`src/mqtr_pkg.sv`:
```
package mqtr_pkg;

  // action codes
  typedef logic [2:0] act_t;
  localparam act_t ACT_PUSH  = 3'd0;
  localparam act_t ACT_PLAY  = 3'd1;
  localparam act_t ACT_PAUSE = 3'd2;
  localparam act_t ACT_STOP  = 3'd3;
  localparam act_t ACT_RESET = 3'd4;
  localparam act_t ACT_POLL  = 3'd5;
  localparam act_t ACT_RATE  = 3'd6;

  // playback state codes
  typedef logic [1:0] play_t;
  localparam play_t PS_STOPPED = 2'd0;
  localparam play_t PS_PLAYING = 2'd1;
  localparam play_t PS_PAUSED  = 2'd2;

  // result status codes
  typedef logic [1:0] res_t;
  localparam res_t RES_NONE  = 2'd0;
  localparam res_t RES_FRAME = 2'd1;
  localparam res_t RES_DROP  = 2'd2;

  // configuration register indexes
  typedef logic [0:0] cfg_idx_t;
  localparam cfg_idx_t CFG_GNUM = 1'b0;
  localparam cfg_idx_t CFG_GDEN = 1'b1;

  localparam logic [30:0] GNUM_RST = 31'd1;
  localparam logic [30:0] GDEN_RST = 31'd1000000;
  localparam logic [31:0] RATE_ONE = 32'h0001_0000;

  // last step counts of the serial units
  localparam logic [6:0] PUSH_MUL_LAST  = 7'd63;
  localparam logic [6:0] MEDIA_MUL_LAST = 7'd31;
  localparam logic [6:0] DIV_LAST       = 7'd127;

  typedef struct packed {
    logic load;
    logic scale;
    logic divsr;
    logic mstep;
    logic dinit;
    logic dstep;
    logic wr;
    logic drop;
    logic play;
    logic minit;
    logic combine;
    logic sinit;
    logic saddr;
    logic scmp;
    logic latch;
    logic pop;
    logic misc;
    logic emit;
  } cmd_t;

  typedef struct packed {
    act_t act;
    logic drop;
    logic playing;
    logic clock_ready;
    logic mul_last;
    logic div_last;
    logic scan_last;
    logic found;
    logic out_free;
  } stat_t;

  // sign and magnitude to saturated signed 64 bits
  function automatic logic [63:0] sat64(input logic neg, input logic [127:0] mag);
    logic [63:0] r;
    if (mag[127:63] != '0) begin
      r = neg ? 64'h8000_0000_0000_0000 : 64'h7FFF_FFFF_FFFF_FFFF;
    end else if (neg) begin
      r = 64'd0 - {1'b0, mag[62:0]};
    end else begin
      r = {1'b0, mag[62:0]};
    end
    return r;
  endfunction

endpackage

```
`src/mqtr_ctrl.sv`:
```
module mqtr_ctrl (
  input  logic            clk,
  input  logic            rst,
  input  logic            in_valid,
  output logic            in_stall,
  input  mqtr_pkg::stat_t stat,
  output mqtr_pkg::cmd_t  cmd
);

  typedef enum logic [12:0] {
    S_IDLE    = 13'b0000000000001,
    S_DECODE  = 13'b0000000000010,
    S_SCALE   = 13'b0000000000100,
    S_DIVSR   = 13'b0000000001000,
    S_MUL     = 13'b0000000010000,
    S_DINIT   = 13'b0000000100000,
    S_DIV     = 13'b0000001000000,
    S_WRITE   = 13'b0000010000000,
    S_COMBINE = 13'b0000100000000,
    S_SADDR   = 13'b0001000000000,
    S_SCMP    = 13'b0010000000000,
    S_ENDSCAN = 13'b0100000000000,
    S_FIN     = 13'b1000000000000
  } state_t;

  state_t state, state_next;

  // state register
  always_ff @(posedge clk) begin
    if (rst) begin
      state <= S_IDLE;
    end else begin
      state <= state_next;
    end
  end

  // next state and commands
  always_comb begin
    state_next = state;
    cmd = '0;
    in_stall = 1'b1;
    case (state)
      S_IDLE: begin
        in_stall = 1'b0;
        if (in_valid) begin
          cmd.load = 1'b1;
          state_next = S_DECODE;
        end
      end
      S_DECODE: begin
        case (stat.act)
          mqtr_pkg::ACT_PUSH: begin
            if (stat.drop) begin
              cmd.drop = 1'b1;
              state_next = S_FIN;
            end else begin
              state_next = S_SCALE;
            end
          end
          mqtr_pkg::ACT_PLAY: begin
            state_next = S_FIN;
            if (!stat.playing) begin
              cmd.play = 1'b1;
              if (!stat.clock_ready) begin
                cmd.sinit = 1'b1;
                state_next = S_SADDR;
              end
            end
          end
          mqtr_pkg::ACT_POLL: begin
            if (stat.playing && stat.clock_ready) begin
              cmd.minit = 1'b1;
              state_next = S_MUL;
            end else begin
              state_next = S_FIN;
            end
          end
          default: begin
            cmd.misc = 1'b1;
            state_next = S_FIN;
          end
        endcase
      end
      S_SCALE: begin
        cmd.scale = 1'b1;
        state_next = S_DIVSR;
      end
      S_DIVSR: begin
        cmd.divsr = 1'b1;
        state_next = S_MUL;
      end
      S_MUL: begin
        cmd.mstep = 1'b1;
        if (stat.mul_last) begin
          state_next = (stat.act == mqtr_pkg::ACT_PUSH) ? S_DINIT : S_COMBINE;
        end
      end
      S_DINIT: begin
        cmd.dinit = 1'b1;
        state_next = S_DIV;
      end
      S_DIV: begin
        cmd.dstep = 1'b1;
        if (stat.div_last) begin
          state_next = S_WRITE;
        end
      end
      S_WRITE: begin
        cmd.wr = 1'b1;
        state_next = S_FIN;
      end
      S_COMBINE: begin
        cmd.combine = 1'b1;
        cmd.sinit = 1'b1;
        state_next = S_SADDR;
      end
      S_SADDR: begin
        cmd.saddr = 1'b1;
        state_next = S_SCMP;
      end
      S_SCMP: begin
        cmd.scmp = 1'b1;
        state_next = stat.scan_last ? S_ENDSCAN : S_SADDR;
      end
      S_ENDSCAN: begin
        if (stat.act == mqtr_pkg::ACT_PLAY) begin
          cmd.latch = 1'b1;
        end else if (stat.found) begin
          cmd.pop = 1'b1;
        end
        state_next = S_FIN;
      end
      S_FIN: begin
        if (stat.out_free) begin
          cmd.emit = 1'b1;
          state_next = S_IDLE;
        end
      end
      default: begin
        state_next = S_IDLE;
      end
    endcase
  end

endmodule

```
`config.mk`:
```
export PLATFORM = sky130hd
export DESIGN_NAME = mqtr_ctrl
export DESIGN_NICKNAME = d
export VERILOG_FILES = /design/src/mqtr_pkg.sv /design/src/mqtr_ctrl.sv
export SDC_FILE = /design/constraint.sdc
export NUM_CORES = 1
export LEC_CHECK = 0
export ABC_AREA = 1
export BUFFER_PORTS_ARGS = -buffer_cell sky130_fd_sc_hd__buf_2
export CORE_MARGIN = 2
export CORE_UTILIZATION = 25
export DETAILED_ROUTE_END_ITERATION = 8
export PLACE_DENSITY_LB_ADDON = 0.2
export SYNTH_ARGS = -nofsm -noshare
export SYNTH_HDL_FRONTEND = slang
export SYNTH_SLANG_ARGS = --single-unit
```
`constraint.sdc`:
```
create_clock -name clk -period 3.8 [get_ports clk]
set_input_delay 0.76 -clock clk [delete_from_list [all_inputs] [get_ports clk]]
set_output_delay 0.76 -clock clk [all_outputs]
set_load 0.05 [all_outputs]
```
==> results.txt <==
* Cell chain of the critical path: buf_2, nor2_1, nand2_1, nor3_4, nand2_2, nand2_1, buf_2
- Along the worst hold path, the cell count comes to 4.
- Maximum resistive drop on vdd: 0.162 mV
* Die width: 68.5 um
* Top Family by Delay on Critical Path: simple AND/OR/NAND/NOR gates
- Clock insertion delay at the later pin of the skew report: 0.24 ns
- After global routing the overflow that remains totals 0.
- In this run the power density over the cells is 347 mW/mm^2.
* Share of post-route cells with drive strength above 1: between 30% and 40%
* Yosys warnings: 0
- Buffers inserted to repair hold after CTS numbered 0.
- Sequential cells were found to cover 25.1% of the synthesized design area.
- Of all nets on the critical path, the largest fanout is 4.
- The setup check on the worst reg-to-reg path leaves a slack of 2.33 ns.
- The internal portion of the total power is around 0.00027 W.
- In this run the critical register-to-register path is captured at state[0].
* Max-cap violations: 0
- Hold Path End: state[10]
- Gate power share: between 30 and 40%
* Arrival @ worst endpoint: 1.72 ns
- Number of flip-flops in the largest register: 13
- The largest registers in the layout are state: 13 flops.
- Hold Path Class: flip-flop to flip-flop
* Count of pins over their slew limit: 0
- After detailed routing, the number of vias per cell comes to 4.04.
- For the worst flop-to-flop path, the logic depth is 11.
* Largest net degree at the start of global routing: 10
- Largest stage delay on the critical path: roughly 0.25 ns
- Final setup violation count: 0
- After layout, the worst path uses 65.2% of the clock period.
- Commonest non-fill, non-tap cell in the layout: nand2_1
* P_sw: 0.000180 W
- Synthesized-area fraction occupied by and/or/nand/nor cells: 59.4%
* TritonCTS clock tree: done
- Sequential power share: between 30% and 40%
- The run finished with clean final reports.
- Portion of synthesized cell area occupied by the leading cell type: approximately 25%
- Final total negative setup slack: 0 ns
* Synthesis-stage register bit count: 13
- Data on the critical path is required at its endpoint by 3.04 ns.
* Area of placed instances: 0.00125 sq mm
- Among all stages on the critical path, the largest delay is contributed by buf_2.
* RSZ-0062 raised after global routing: false
- Clock-pin slew on the worst setup and hold paths: 0.06 ns
* Drt first-iter violations: 37
- Multiplexer share of the synthesized area: 0%
* Start of the worst register-to-register path: state[1]
- Hold path start: state[9]
* Bufs on Longest Clock Path: 2
* Standard-cell rows: 23
- The top cell types in the final layout, fill and taps aside, are nand2_1 (37), nor2_1 (35), buf_2 (32), inv_1 (29), nand3_1 (16).
* Routed wire length: 2.47 mm
- Largest area contributor in the synthesized netlist: dfxtp_1
* Total CTS buffers: 3
- Buffering stage count on the worst path with inverters included: 2
* Die Span Y: 68.5 um
- A synthesized cell averages just over 6 sq um.
- HPWL reported at the end of detailed placement: about 2 mm
- Number of design rule violations left after detail routing: 0
- Synth Area in Adders: 0%
* Share of the synthesized netlist area taken by xor and xnor gates: 0%
* Share of total power consumed by net switching: between 40% and 50%
- Non-Filler Cell Area, Final: ~0.0013 sq mm
- Overall track demand over capacity in global routing: between 10% and 20%
- The synthesized netlist devotes 1.93% of its cell area to compound gates.
- In this run, distinct cell masters in the synthesized netlist total 21.
* Number of global-route vias before repair: 964
- The clock network is responsible for 27.4% of the overall power.
- GP Congestion: 0.769
- Count of port buffers added during placement: 32
* CTS sink cnt: 13
- When the netlist entered floorplanning its net count stood at 184.
* Top cells by area, synth: dfxtp_1 (25%), nand2_1 (13%), nor2_1 (13%)
- For the final database, setup skew stands at 0.00206 ns.
- The count of final hold-check violations was 0.
- Largest family of logic cells by synthesized area: simple AND/OR/NAND/NOR gates
- Diode count: 0
* Sort of element at the start of the critical path: primary input
- Buffers inserted by post-CTS timing repair: 0
* Layout-stage area growth over the synthesis result: 24.8%
- DRT Pass-1 Iters: 4
* Remaining antenna violation count: 0
- Overall die area: 0.00469 sq mm
- Synthesis handed over a netlist of 170 instances.
* Routed vias: 1030
- Starting density of the core: 26.0%
* Net total in the final layout: 220
- The first global-routing pass estimated 4.31 mm of wire.
- After floorplanning, the core was sized to cover 0.00400 sq mm.
* Top-level port count: 33
* Tmin final: between 2 and 2.5 ns
- Setup CP Type: primary input to output pin
- The worst setup path is captured at an output pin.
* Routed wirelength normalized by instance count: 9.70 um
* Most flop-heavy register: state
- Buffer cell driving the clock tree root: clkbuf_8
- At the pin with the least slew margin, the transition time is ~0.25 ns.
- Post-synthesis cell area: 0.00104 sq mm
- Initial antenna violation count: 0
- CTS built an H-tree with a depth of 1.
- Global routing consumed, on the met1 layer, between 10% and 20% of the routing resources.
- Measured against its own limit, the worst slew margin works out to 83.5%.
- Number of instances resized during post-cts repair: 0
* Met3 GRT Util: under 10%
- met2 is the most crowded layer.
- In the global route stage, met2 resource usage came out at 19.0%.
- Highest clock rate: 404 MHz
* Leakage: 0.807 nW
[cell type report]
class                   count  area (sq um)
fillers                   439          2700
multi-input cells         121           637
flip-flops and latches     13           260
repair buffers             32           160
inverters                  35           131
well taps                  50          62.6
clock buffers               4          45.0
[worst min-delay path, stage by stage (launching register included)]
cell and delay (ns):
dfxtp_1 0.31, nand3_1 0.07, nor2_1 0.04, nand2_1 0.09, nor2_1 0.05
[synth_stat cells, drive strengths merged]
cell	number
nor4	1
o21ai	1
nand3b	2
nor2	44
nand2	48
inv	35
nor3	3
nand3	18
dfxtp	13
a21oi	3
nand4	1
clkdlybuf4s25	1
[how the worst max path moves through the flow]
stage	to	slack, ns	from	cells after the start
after global routing	cmd[6]	1.24	stat[10]	7
after global placement	cmd[6]	1.32	stat[10]	7
after floorplan	cmd[6]	1.07	stat[10]	5
final	cmd[6]	1.32	stat[10]	7
after detailed placement	cmd[6]	1.31	stat[10]	7
after CTS	cmd[6]	1.30	stat[10]	7
[layer usage]
layer	part of all wire, %	vias up
met5	0	-
met4	1.1	0
met3	4.5	2
met2	43	25
met1	52	427
li1	-	576
[metrics by stage]
step	cells	utilization (%)	total power [W]	setup WS, ns	hold WS, ns
floorplan	170	-	0.000293	1.07	0.553
global placement	251	31.3	0.000332	1.32	0.596
detailed placement	251	31.3	0.000332	1.31	0.592
CTS	255	32.4	0.000457	1.30	0.605
global route	255	32.4	0.000481	1.24	0.650
finish	255	32.4	0.000450	1.32	0.599
[cells by family after synthesis]
| logic type | count (synthesis) |
|---|---|
| and+or+nand+nor | 117 |
| buffers and inverters | 36 |
| DFF | 13 |
| AOI/OAI and AO/OA | 4 |
[power by group through the flow]
stage          Combinational (W)  Clock, W  Sequential, W
2_1_floorplan           0.000141         0       0.000151
6_report                0.000177  0.000123       0.000149
3_3_place_gp            0.000180         0       0.000152
5_1_grt                 0.000197  0.000134       0.000150
3_5_place_dp            0.000180         0       0.000152
4_1_cts                 0.000181  0.000127       0.000149
(Power assumes the default switching activity.)
